File: config.mk
export PLATFORM = sky130hd
export DESIGN_NAME = ipd_queue
export DESIGN_NICKNAME = d
export VERILOG_FILES = /design/src/rtl/ipd_pkg.sv /design/src/rtl/ipd_queue.sv
export SDC_FILE = /design/constraint.sdc
export NUM_CORES = 1
export LEC_CHECK = 0
export BUFFER_PORTS_ARGS = -buffer_cell sky130_fd_sc_hd__buf_2
export CORE_UTILIZATION = 25
export DETAILED_ROUTE_END_ITERATION = 16
export HOLD_SLACK_MARGIN = 0.05
export PLACE_DENSITY = 0.56
export SLEW_MARGIN = 30
export SYNTH_ARGS = -nofsm -noshare
export SYNTH_HDL_FRONTEND = slang
export SYNTH_SLANG_ARGS = --single-unit
File: constraint.sdc
create_clock -name i_clk -period 3.15 [get_ports i_clk]
set_clock_uncertainty 0.15 [all_clocks]
set_input_delay 0.1575 -clock i_clk [delete_from_list [all_inputs] [get_ports i_clk]]
set_output_delay 0.1575 -clock i_clk [all_outputs]
set_load 0.02 [all_outputs]
File: src/rtl/ipd_pkg.sv
// ----------------------------------------------------------------------------
// ipd_pkg
// shared widths, constants and inter-module types of the interval
// periodicity detector
// ----------------------------------------------------------------------------
package ipd_pkg;

    localparam int unsigned MAX_EVENTS_DEF    = 64;
    localparam int unsigned INTERVAL_BITS_DEF = 48;

    localparam int unsigned TS_W      = 64;   // timestamp width
    localparam int unsigned SUM_W     = 64;   // running interval sum, divisor width
    localparam int unsigned OUT_W     = 48;   // mean and std result width
    localparam int unsigned CV_W      = 24;   // Q8.16 coefficient of variation
    localparam int unsigned CONF_W    = 17;   // Q1.16 confidence, up to 1.0
    localparam int unsigned CNT_MAX_W = 11;   // holds counts up to the largest capacity
    localparam int unsigned IV_MAX_W  = 64;   // widest stored interval
    localparam int unsigned PADDR_W   = 3;
    localparam int unsigned PDATA_W   = 32;

    localparam int unsigned MIN_EVENTS = 4;

    localparam logic [CV_W-1:0]   CV_THR_RST = 24'd19661;
    localparam logic [SUM_W-1:0]  BIAS_NS    = 64'd1000;
    localparam logic [SUM_W-1:0]  OUT_MAX    = 64'h0000_FFFF_FFFF_FFFF;
    localparam logic [CONF_W-1:0] CONF_ONE   = 17'h10000;

    // register index, taken from paddr[2]
    typedef enum logic {
        REG_CV_THRESHOLD = 1'b0,
        REG_UNMAPPED     = 1'b1
    } t_reg_idx;

    // one finished sequence handed from front to back
    typedef struct packed {
        logic                 ok;    // at least four events
        logic [CNT_MAX_W-1:0] n;     // number of stored intervals
        logic [SUM_W-1:0]     sum;   // saturated interval sum
    } t_job;

    // interval store write
    typedef struct packed {
        logic                 en;
        logic [CNT_MAX_W-1:0] addr;
        logic [IV_MAX_W-1:0]  data;
    } t_wr;

endpackage

File: src/rtl/ipd_queue.sv
// ----------------------------------------------------------------------------
// ipd_queue
// two-entry job queue between front and back
// ----------------------------------------------------------------------------
module ipd_queue
    import ipd_pkg::*;
(
    input  logic i_clk,
    input  logic i_rst_n,
    input  t_job i_job,
    input  logic i_valid,
    output logic o_ready,
    output t_job o_job,
    output logic o_valid,
    input  logic i_ready
);

    t_job       r_mem [2];
    logic       r_wptr;
    logic       r_rptr;
    logic [1:0] r_fill;
    logic       w_push;
    logic       w_pop;

    assign o_ready = (r_fill != 2'd2);
    assign o_valid = (r_fill != 2'd0);
    assign o_job   = r_mem[r_rptr];
    assign w_push  = i_valid && o_ready;
    assign w_pop   = o_valid && i_ready;

    always_ff @(posedge i_clk) begin
        if (w_push) begin
            r_mem[r_wptr] <= i_job;
        end
    end

    always_ff @(posedge i_clk) begin
        if (!i_rst_n) begin
            r_wptr <= 1'b0;
            r_rptr <= 1'b0;
            r_fill <= 2'd0;
        end else begin
            if (w_push) begin
                r_wptr <= !r_wptr;
            end
            if (w_pop) begin
                r_rptr <= !r_rptr;
            end
            unique case ({w_push, w_pop})
                2'b10:   r_fill <= r_fill + 2'd1;
                2'b01:   r_fill <= r_fill - 2'd1;
                default: r_fill <= r_fill;
            endcase
        end
    end

endmodule

==> impl_metrics.toml <==
[outcome]
status = "finished clean"

[synthesis]
synth-async-reset-ratio = 0
syn-num-nets = 341
synth_top_family_by_area = "multiplexers"
post_synth_xor_area_fraction = 0.00461
synth_common_cells = "edfxtp_1 (152), mux2_2 (76), dfxtp_1 (5), buf_2 (4), buf_4 (4)"
postSynthRegisterBits = 157
synth_top_flop_cell = "edfxtp_1"
yosysTopAreaCellShare = 0.800
share_of_the_yosys_chip_area_belonging_to_registers = 0.818
yosysUniqueCellTypes = 21
top_count_cell_post_synth = "edfxtp_1"
synth-edff-count = 152
post_synth_mux_area_share = 0.150
synth-simple-area-share = 0.00965
post-synth-top-area-cell = "edfxtp_1"
syn_area_per_cell_um2 = 21.9
synth-compound-area-share = 0.00658
synth.top_cells.by_area = "edfxtp_1 (80%), mux2_2 (15%), dfxtp_1 (1.8%)"
syn-cell-area_um2 = 5710
yosys_warnings = 0
synthAdderAreaFrac = 0.00219
netlist_instances = 260

[worst_setup_path]
rr_worst_depth = 3
path_class = "flip-flop to primary output"
critPathMaxFanout = 42
critical_path_arrival_ps = 2050
setup.worst_path.end_class = "primary output"
reg2reg_from = "r_fill[0]"
reg2reg_to = "r_mem[1][3]"
setup_slack_on_the_worst_flop_to_flop_path_ps = 1090
worst_setup_path_start_kind = "flip-flop"
worstPathRequired_ps = 2840

[clock_tree]
ctsHtreeMaxLevel = 4
cts.repair_timing.setup_buffer_count = 0
tritoncts = "built"
max-clock-path-buffers = 2
clock_latency_ps = 410
ctsRootBufferMaster = "clkbuf_16"
numClockSinks = 157
clkSlewWorstSetupHoldPaths_ps = 60
cts_buf_count = 17

[pwr]
power.ir.vdd_worst_mv = 0.376
power-per-cell-area_nw_per_um2 = 803
power.share.switching = 0.296
clkPwrFrac = 0.308
static-leakage-power_uw = 0.00304
power.sequential.fraction = 0.424
switching_power_uw = 1950
intPower_uw = 4650
power_frac_comb = 0.268

[sta]
max_slew_margin = 0.582
final.setup.worst_slack_ps = 797
post_layout_min_period_ps = 2350
timing_worst_slew_pin_value_ps = 628
final_report_hold_violation_count = 0
report.final.slew_viol_count = 0
setup_tns_ps = 0
setup_viol_count_final = 0
fin_crit_sh = 0.747
unrepaired_setup_endpoints_after_global_routing = "false"
max_clock_freq_mhz = 425

[die]
die_area_um2 = 23400
floorplan.rows = 54
pin_count = 158
dieHeight_um = 153
core_um2 = 22100
die_w_um = 153
start_util = 0.258

[global_routing]
pin_count_of_the_biggest_net_entering_global_routing = 43
globalRouteOverflowTotal = 0
grt_util_all_layers = 0.103
grt_pass1_wl_mm = 18.5
via_count_of_the_first_global_routing_pass = 3596
grt_antenna_before_repair = 0

[placed_design]
dpl_hpwl_mm = 7.17
placement_stage_cell_area_um2 = 6860
post-place-cells = 693
gp_routability_congestion = 0.657
preCtsSetupSlack_ps = 1060
placement.io_buffers = 157

[routing]
totalWireLength_mm = 11.8
vias = 3244
antenna_left = 0
dr.first_iter.drc_count = 93
via_per_inst = 4.03
post_drt_wl_per_cell_um = 14.7
detail_route.drc_violations = 0
drtPass1Iterations = 4

[final_layout]
final_non_filler_cell_area_um2 = 8230
layout.core_utilization = 0.372
areaGrowthSynthToFinish_pct = 44.2
antenna_cells = 0
final_layout_size_suffix_gt1_frac = 0.515
instances_no_fill = 804
nets = 592

[min_path]
worstHoldStart = "i_job[24]"
worstHoldEndpoint = "r_mem[1][24]"
timing.hold.worst_path_depth = 2
class_of_the_tightest_hold_or_removal_check = "primary input to flip-flop"

[job]
max-cap-violations = 0
state kept, by name, summed over array words and instances (netlist names), named ones only:
signal and cells:
r_fill 2, r_rptr 1, r_wptr 1, r_mem 152
critical path, stage by stage, from the launching register on:
cell	delay, ps
dfxtp_4	750
buf_12	310
mux2_2	380
buf_2	160
per-stage QoR:
stage	hold WS (ps)	power, µW
after floorplan	106	3980
after global placement	195	4530
after detailed placement	199	4570
after CTS	284	6710
after global routing	305	6910
final	311	6610
final cells by class:
type	count	area [µm²]
inverters	1	5.00
multi-input cells	94	992
repair buffers	240	1630
fillers	2067	13900
well taps	280	350
clock inverters	12	145
clock buffers	20	437
flip-flops and latches	157	4670
how the worst max path moves through the flow:
stage	start	endpoint	slack, ps	cells past startpoint
after floorplan	r_fill[0]	r_mem[0][0]	270	3
after global placement	r_fill[0]	r_mem[1][53]	1140	3
after detailed placement	r_fill[0]	r_mem[1][53]	1060	3
after CTS	flip-flop	o_job[36]	730	3
after global routing	flip-flop	o_job[60]	670	3
final	flip-flop	o_job[36]	800	3
power by group through the flow:
stage / Combinational [µW] / Sequential, µW / Clock (µW)
floorplan: 1240 / 2740 / 0
global placement: 1700 / 2830 / 0
detailed placement: 1720 / 2850 / 0
CTS: 1800 / 2810 / 2100
global route: 1890 / 2840 / 2170
finish: 1770 / 2800 / 2040
cells by family (layout without fill, tap and decap cells):
family,count (synthesis),in the layout
flops,157,157
mux,76,76
simple gates,9,9
buf+inv,9,273
compound gates,5,5
xor+xnor,3,3
fa+ha+maj,1,1
repair_timing:
| action | CTS | global route |
|---|---|---|
| hold buffers | 79 | 0 |
| hold endpoints to repair | 157 | 0 |
| resized for setup | 0 | 0 |
placed cells by master (no fill, tap or decap), types with 2 or more instances in the layout:
cell type / n
buf_2: 157
edfxtp_1: 152
dlygate4sd3_1: 79
mux2_2: 76
clkbuf_16: 17
clkinv_2: 5
dfxtp_1: 4
xnor2_1: 3
bufinv_16: 3
clkinvlp_4: 3
clkbuf_1: 3
nor2b_1: 2
buf_4: 2
buf_12: 2
routing by layer:
metal,share of wire,global-route usage,vias up
met4,0.0088,0.0317,0
met2,0.51,0.180,105
li1,-,-,1528
met3,0.063,0.0403,10
met1,0.42,0.115,1601
met5,0,0,-
Note: power is estimated with default switching activity, not from simulation.
