==> src/rtl/ipd_pkg.sv <==
// ----------------------------------------------------------------------------
// ipd_pkg
// shared widths, constants and inter-module types of the interval
// periodicity detector
// ----------------------------------------------------------------------------
package ipd_pkg;

    localparam int unsigned MAX_EVENTS_DEF    = 64;
    localparam int unsigned INTERVAL_BITS_DEF = 48;

    localparam int unsigned TS_W      = 64;   // timestamp width
    localparam int unsigned SUM_W     = 64;   // running interval sum, divisor width
    localparam int unsigned OUT_W     = 48;   // mean and std result width
    localparam int unsigned CV_W      = 24;   // Q8.16 coefficient of variation
    localparam int unsigned CONF_W    = 17;   // Q1.16 confidence, up to 1.0
    localparam int unsigned CNT_MAX_W = 11;   // holds counts up to the largest capacity
    localparam int unsigned IV_MAX_W  = 64;   // widest stored interval
    localparam int unsigned PADDR_W   = 3;
    localparam int unsigned PDATA_W   = 32;

    localparam int unsigned MIN_EVENTS = 4;

    localparam logic [CV_W-1:0]   CV_THR_RST = 24'd19661;
    localparam logic [SUM_W-1:0]  BIAS_NS    = 64'd1000;
    localparam logic [SUM_W-1:0]  OUT_MAX    = 64'h0000_FFFF_FFFF_FFFF;
    localparam logic [CONF_W-1:0] CONF_ONE   = 17'h10000;

    // register index, taken from paddr[2]
    typedef enum logic {
        REG_CV_THRESHOLD = 1'b0,
        REG_UNMAPPED     = 1'b1
    } t_reg_idx;

    // one finished sequence handed from front to back
    typedef struct packed {
        logic                 ok;    // at least four events
        logic [CNT_MAX_W-1:0] n;     // number of stored intervals
        logic [SUM_W-1:0]     sum;   // saturated interval sum
    } t_job;

    // interval store write
    typedef struct packed {
        logic                 en;
        logic [CNT_MAX_W-1:0] addr;
        logic [IV_MAX_W-1:0]  data;
    } t_wr;

endpackage

==> src/rtl/ipd_if.sv <==
// ----------------------------------------------------------------------------
// ipd_if
// valid/ready channels for events and results
// ----------------------------------------------------------------------------
interface ipd_ev_if
    import ipd_pkg::*;
();
    logic            valid;
    logic            ready;
    logic [TS_W-1:0] event_time;
    logic            last_event;

    modport source (output valid, event_time, last_event, input ready);
    modport sink   (input valid, event_time, last_event, output ready);
endinterface


==> src/rtl/ipd_front.sv <==
// ----------------------------------------------------------------------------
// ipd_front
// accepts events, forms saturated intervals, keeps count and sum,
// hands a job to the queue on the last event
// ----------------------------------------------------------------------------
module ipd_front
    import ipd_pkg::*;
#(
    parameter int unsigned MAX_EVENTS    = MAX_EVENTS_DEF,
    parameter int unsigned INTERVAL_BITS = INTERVAL_BITS_DEF
) (
    input  logic i_clk,
    input  logic i_rst_n,
    ipd_ev_if.sink i_ev,
    output t_job o_job,
    output logic o_job_valid,
    input  logic i_job_ready,
    output t_wr  o_wr,
    input  logic i_release
);

    localparam int unsigned CW = $clog2(MAX_EVENTS + 1);
    localparam logic [TS_W-1:0] IV_MAX = (64'd1 << INTERVAL_BITS) - 64'd1;

    logic [TS_W-1:0]  r_prev;
    logic [CW-1:0]    r_cnt;
    logic [SUM_W-1:0] r_sum;
    logic             r_lock;

    logic             w_acc;
    logic             w_first;
    logic             w_room;
    logic [TS_W-1:0]  w_iv_raw;
    logic [TS_W-1:0]  w_iv;
    logic [SUM_W:0]   w_sum_add;
    logic [CW-1:0]    n_cnt;
    logic [SUM_W-1:0] n_sum;
    logic             w_ok;

    assign i_ev.ready = !r_lock && i_job_ready;
    assign w_acc      = i_ev.valid && i_ev.ready;
    assign w_first    = (r_cnt == '0);
    assign w_room     = (r_cnt < CW'(MAX_EVENTS));
    assign w_iv_raw   = i_ev.event_time - r_prev;
    assign w_iv       = (w_iv_raw > IV_MAX) ? IV_MAX : w_iv_raw;
    assign w_sum_add  = {1'b0, r_sum} + {1'b0, w_iv};

    always_comb begin
        if (w_first) begin
            n_cnt = CW'(1);
            n_sum = r_sum;
        end else if (w_room) begin
            n_cnt = r_cnt + CW'(1);
            n_sum = w_sum_add[SUM_W] ? '1 : w_sum_add[SUM_W-1:0];
        end else begin
            n_cnt = r_cnt;
            n_sum = r_sum;
        end
    end

    assign w_ok = (n_cnt >= CW'(MIN_EVENTS));

    assign o_wr.en   = w_acc && !w_first && w_room;
    assign o_wr.addr = CNT_MAX_W'(r_cnt - CW'(1));
    assign o_wr.data = IV_MAX_W'(w_iv);

    assign o_job_valid = w_acc && i_ev.last_event;
    assign o_job.ok    = w_ok;
    assign o_job.n     = CNT_MAX_W'(n_cnt - CW'(1));
    assign o_job.sum   = n_sum;

    always_ff @(posedge i_clk) begin
        if (!i_rst_n) begin
            r_prev <= '0;
            r_cnt  <= '0;
            r_sum  <= '0;
            r_lock <= 1'b0;
        end else if (w_acc) begin
            if (i_ev.last_event) begin
                r_prev <= '0;
                r_cnt  <= '0;
                r_sum  <= '0;
                r_lock <= w_ok;
            end else begin
                if (w_first || w_room) begin
                    r_prev <= i_ev.event_time;
                end
                r_cnt <= n_cnt;
                r_sum <= n_sum;
            end
        end else if (i_release) begin
            r_lock <= 1'b0;
        end
    end

endmodule

==> src/flat_wrapper.sv <==
// flat-port wrapper written by rule: the top's interface ports become plain ports
module ipd_front_flat import ipd_pkg::*;
#(
    parameter int unsigned MAX_EVENTS    = MAX_EVENTS_DEF,
    parameter int unsigned INTERVAL_BITS = INTERVAL_BITS_DEF
)
  (i_clk, i_rst_n, o_job, o_job_valid, i_job_ready, o_wr, i_release, i_ev_valid, i_ev_event_time, i_ev_last_event, i_ev_ready);
  ipd_ev_if i_ev_i ();
  input  logic i_clk;
  input  logic i_rst_n;
  output t_job o_job;
  output logic o_job_valid;
  input  logic i_job_ready;
  output t_wr o_wr;
  input  logic i_release;
  input wire logic [$bits(i_ev_i.valid)-1:0] i_ev_valid;
  input wire logic [$bits(i_ev_i.event_time)-1:0] i_ev_event_time;
  input wire logic [$bits(i_ev_i.last_event)-1:0] i_ev_last_event;
  output wire logic [$bits(i_ev_i.ready)-1:0] i_ev_ready;
  assign i_ev_i.valid = i_ev_valid;
  assign i_ev_i.event_time = i_ev_event_time;
  assign i_ev_i.last_event = i_ev_last_event;
  assign i_ev_ready = i_ev_i.ready;
  ipd_front #(.MAX_EVENTS(MAX_EVENTS), .INTERVAL_BITS(INTERVAL_BITS)) u_core (.i_clk(i_clk), .i_rst_n(i_rst_n), .i_ev(i_ev_i), .o_job(o_job), .o_job_valid(o_job_valid), .i_job_ready(i_job_ready), .o_wr(o_wr), .i_release(i_release));
endmodule
==> config.mk <==
export PLATFORM = sky130hd
export DESIGN_NAME = ipd_front_flat
export DESIGN_NICKNAME = d
export VERILOG_FILES = /design/src/rtl/ipd_pkg.sv /design/src/rtl/ipd_if.sv /design/src/rtl/ipd_front.sv /design/src/flat_wrapper.sv
export SDC_FILE = /design/constraint.sdc
export NUM_CORES = 1
export LEC_CHECK = 0
export ABC_CLOCK_PERIOD_IN_PS = 7450
export BUFFER_PORTS_ARGS = -buffer_cell sky130_fd_sc_hd__buf_4
export CAP_MARGIN = 0
export CELL_PAD_IN_SITES_DETAIL_PLACEMENT = 1
export CELL_PAD_IN_SITES_GLOBAL_PLACEMENT = 1
export CORE_MARGIN = 5
export CORE_UTILIZATION = 39
export DETAILED_ROUTE_END_ITERATION = 16
export PLACE_DENSITY = 0.88
export SLEW_MARGIN = 10
export SYNTH_ARGS = -nofsm -noshare
export SYNTH_HDL_FRONTEND = slang
export SYNTH_SLANG_ARGS = --single-unit
==> constraint.sdc <==
create_clock -name i_clk -period 7.45 [get_ports i_clk]
set_input_delay 0.745 -clock i_clk [delete_from_list [all_inputs] [get_ports i_clk]]
set_output_delay 0.745 -clock i_clk [all_outputs]
set_load 0.05 [all_outputs]
==> flow_summary.ini, run 1 <==
[cts]
tritoncts_num_sinks = 136
clockBufferDepth = 2
htreeDepth = 4
cts_hold_buffers = 0
clockRootBuffer = clkbuf_16
numCtsBuffers = 17

[floorplanning]
num_rows = 70
initial_utilization = 0.397
io_pins = 224
die-height_um = 203
die_w_um = 203

[synthesis]
synth_edf_count = 0
yosysSeqAreaShare = 0.187
syn-mean-instance-area_um2 = 7.21
synth-async-reset-ratio = 0
synth_seq_cells = 136
synth_warnings = 0
synth.distinct_cells = 77
syn-cell-area_um2 = 14600
synth_top_flop_cell = dfxtp_1
syn-instance-count = 2024

[global_routing]
grt_max_degree = 76
grt-ovfl-total = 201
gr-usage-all-layers = 0.706

[status]
status = aborted with a tool error
error = [ERROR GRT-0232] Routing congestion too high. Check the congestion heatmap in the GUI.
failed_stage = 5_1_grt

[placement]
dp_hpwl_mm = 55.1
place.gp.congestion = 1.03
port_buffers = 207

[timing]
worst-ep-kind = primary output
crit_endpoint = o_job[27]
## layer usage
layer  track usage  GRT overflow
met4         0.739            85
met1         0.689             2
met2         0.891           111
met3         0.529             3
met5         0.238             0
## cell usage after synthesis (all sizes together), types with 34 or more instances
master	count	area [µm²]
nand4	40	256
buf	36	241
nand3	36	180
ha	131	1640
a22oi	68	510
nand2	159	597
dfxtp	136	2720
a22o	34	298
xnor2	69	604
xor2	47	412
o21ai	105	526
clkbuf	102	383
nor2	204	766
nor2b	84	526
a21o	69	518
inv	103	387
a21oi	197	986
nand2b	58	438
## per-stage QoR
step,util,setup WS [ns],cell area (µm²),instances,hold WS [ns]
after CTS,0.608,-0.167,22400,3045,0.494
after detailed placement,0.522,-0.833,19200,2941,0.483
after floorplan,-,0.00949,15000,2055,0.448
after global placement,0.522,-0.413,19200,2941,0.465
## cells by family after synthesis
family                     share of synthesized area
xor gates and xnor gates                      0.0696
adders and majority gates                      0.115
AOI/OAI and AO/OA                              0.311
DFF                                            0.187
and+or+nand+nor                                0.244
other                                       0.000257
buffers and inverters                         0.0693
muxes                                        0.00411
## repair_timing
item / CTS
gates cloned: 6
pin swaps: 101
buffers inserted: 67
gates resized for setup: 368
setup endpoints to repair: 65
==> inputs of run 2 (changes only) <==
- ABC_CLOCK_PERIOD_IN_PS: 7450 -> 9700
- CELL_PAD_IN_SITES_DETAIL_PLACEMENT: 1 -> default
- CELL_PAD_IN_SITES_GLOBAL_PLACEMENT: 1 -> default
- CORE_UTILIZATION: 39 -> 36
- PLACE_DENSITY: 0.88 -> default
- PLACE_DENSITY_LB_ADDON: default -> 0.15
- clock period: 7.45 -> 9.7 ns (I/O delays scaled with it)
==> run 2 against run 1 <==
- the flow now finishes without violations
- synthesized cell count did not move
- synthesized area did not move
==> flow_summary.ini, run 2 <==
[status]
status = complete, no violations

[floorplanning]
initial_utilization = 0.366
die-height_um = 211
dieArea_um2 = 44700
fp.coreArea_um2 = 39900
num_rows = 73
io_pins = 224
die_w_um = 211

[finish]
drive_gt1_frac = 0.129
layout.nets = 2357
layout_common_cells = buf_4 (216), nor2_1 (202), a21oi_1 (197)
fin_util = 0.427
top_regs = u_core.r_prev (64), u_core.r_sum (64), u_core.r_cnt (7)
final_cell_count_no_fill = 2692
layout_commonest_cell = buf_4
syn2layout_area_growth_pct = 16.8
n_antenna_cell = 0

[synthesis]
synth_area_leaders = dfxtp_1 (19%), ha_1 (11%), a21oi_1 (6.8%)
synth_warnings = 0
synth_seq_cells = 136
synth_top_flop_cell = dfxtp_1
synth_top_area_share = 0.187
synth_most_common_cell = nor2_1
synth-async-reset-ratio = 0
yosys.area.top_type = dfxtp_1
syn-cell-area_um2 = 14600
synth_commonest_cells = nor2_1 (204), a21oi_1 (197), nand2_1 (159)
synth_edf_count = 0
syn-mean-instance-area_um2 = 7.21
syn-instance-count = 2024
synth.distinct_cells = 77
yosysSeqAreaShare = 0.187

[timing]
period_needed_ns = 9.13
clock_skew_ns = 0.00810
slew_viol_final = 0
worst_slack_ns = 0.567
totalNegativeSetupSlack_ns = 0
rsz0062_at_grt = no
fmax_mhz = 109
finalCritPeriodShare = 0.942
finalHoldViolations = 0
worstMarginPinSlew_ns = 1.04
slew_headroom = 0.308
setup_violations = 0

[worst_setup_path]
crit_top_cell = a21oi_1
cp_slowest_cell = o41a_1
r2r_cells = 29
worstSetupPathType = input pin to primary output
cp_num_cells = 31
path_buf_inv = 6
start_kind = input pin
cp.required_ns = 8.73
crit_family = compound AO/OA/AOI/OAI gates
worstPathMaxFanout = 49
critPathArrivalTime_ns = 8.16
endpoint_kind = primary output
critical_path.max_stage_delay_ns = 0.49

[cts]
clockRootBuffer = clkbuf_16
cts_setup_buffers = 0
cts_hold_buffers = 0
htreeDepth = 4
cts_tree = yes
path_clk_slew_ns = 0.06
cts_resized = 0
clock_latency_ns = 0.46
clockBufferDepth = 2
numCtsBuffers = 17
tritoncts_num_sinks = 136

[drt]
remaining_drc_errors = 0
wire_per_inst_um = 19.4
vias_per_cell = 5.63
routed_wl_mm = 52.3
antenna_left = 0
firstDrtPassIters = 5
dr.first_iter.drc_count = 1110
num_vias = 15200

[global_routing]
antenna_found_initial = 0
grt-ovfl-total = 0
gr-usage-all-layers = 0.227
grt_pass1_wl_mm = 81.0
grt_max_degree = 76
grt_pass1_vias = 14400

[placement]
dp_hpwl_mm = 41.4
place.gp.congestion = 0.916
port_buffers = 207
pre_cts_slack_ns = 0.630
dp.cells = 2660

[run]
max-cap-violations = 0

[hold_path]
hp-class = register to register
hold_depth = 2

[power]
power_density_nw_per_um2 = 116
finalPower_mw = 1.98
p_leak_nw = 7.47
irDropWorstVdd_mv = 0.128
==> run 2: cell counts after synthesis <==
No cell type changed its count.
==> run 2: area by class of cell <==
| type | instances | area [µm²] |
|---|---|---|
| inverters | 103 | 387 |
| fillers | 4189 | 22900 |
| multi-input cells | 1678 | 11000 |
| well taps | 525 | 657 |
| repair buffers | 218 | 1660 |
| flip-flops and latches | 136 | 2720 |
| clock buffers | 24 | 462 |
| clock inverters | 8 | 145 |
==> run 2: logic make-up (layout without fill, tap and decap cells) <==
kind of cell / Yosys count / count (layout) / share of synthesized area
mux: 6 / 6 / 0.00411
flops: 136 / 136 / 0.187
compound gates: 684 / 684 / 0.311
other cells: 1 / 32 / 0.000257
buf+inv: 241 / 353 / 0.0693
simple gates: 707 / 707 / 0.244
xor+xnor: 116 / 116 / 0.0696
fa+ha+maj: 133 / 133 / 0.115
==> run 2: through the flow <==
stage	hold WS (ns)	area [µm²]
2_1_floorplan	0.448	14700
3_3_place_gp	0.463	16400
3_5_place_dp	0.480	16400
4_1_cts	0.487	17000
5_1_grt	0.522	17000
6_report	0.488	17000
==> run 2: worst register-to-register path, delay by kind of cell, from the launching register on <==
family                     cells  cell delay [ns]
AOI/OAI and AO/OA             14             3.91
and+or+nand+nor                7             1.63
adders and majority gates      3             0.65
buffers and inverters          4             0.58
DFF                            1             0.37
muxes                          1             0.23
==> run 2: report_power, final <==
group	internal (mW)	switching, mW
logic	0.242	0.446
clock network	0.436	0.276
registers	0.570	0.00750
total	1.25	0.730
==> run 2: worst paths after layout <==
check,start,end,slack [ns]
setup reg to reg,u_core.r_prev[1],u_core.r_sum[52],2.20
setup / recovery,i_ev_event_time[0],o_job[33],0.57
hold reg to reg,u_core.r_sum[42],u_core.r_sum[42],0.49
hold / removal,u_core.r_sum[42],u_core.r_sum[42],0.49
==> run 2: routing by layer <==
layer	global-route usage	vias to the layer above	part of all wire
met5	0	-	0
met4	0.0815	0	0.033
li1	-	7509	-
met3	0.0396	82	0.057
met2	0.357	427	0.44
met1	0.312	7143	0.47
(Power assumes the default switching activity.)
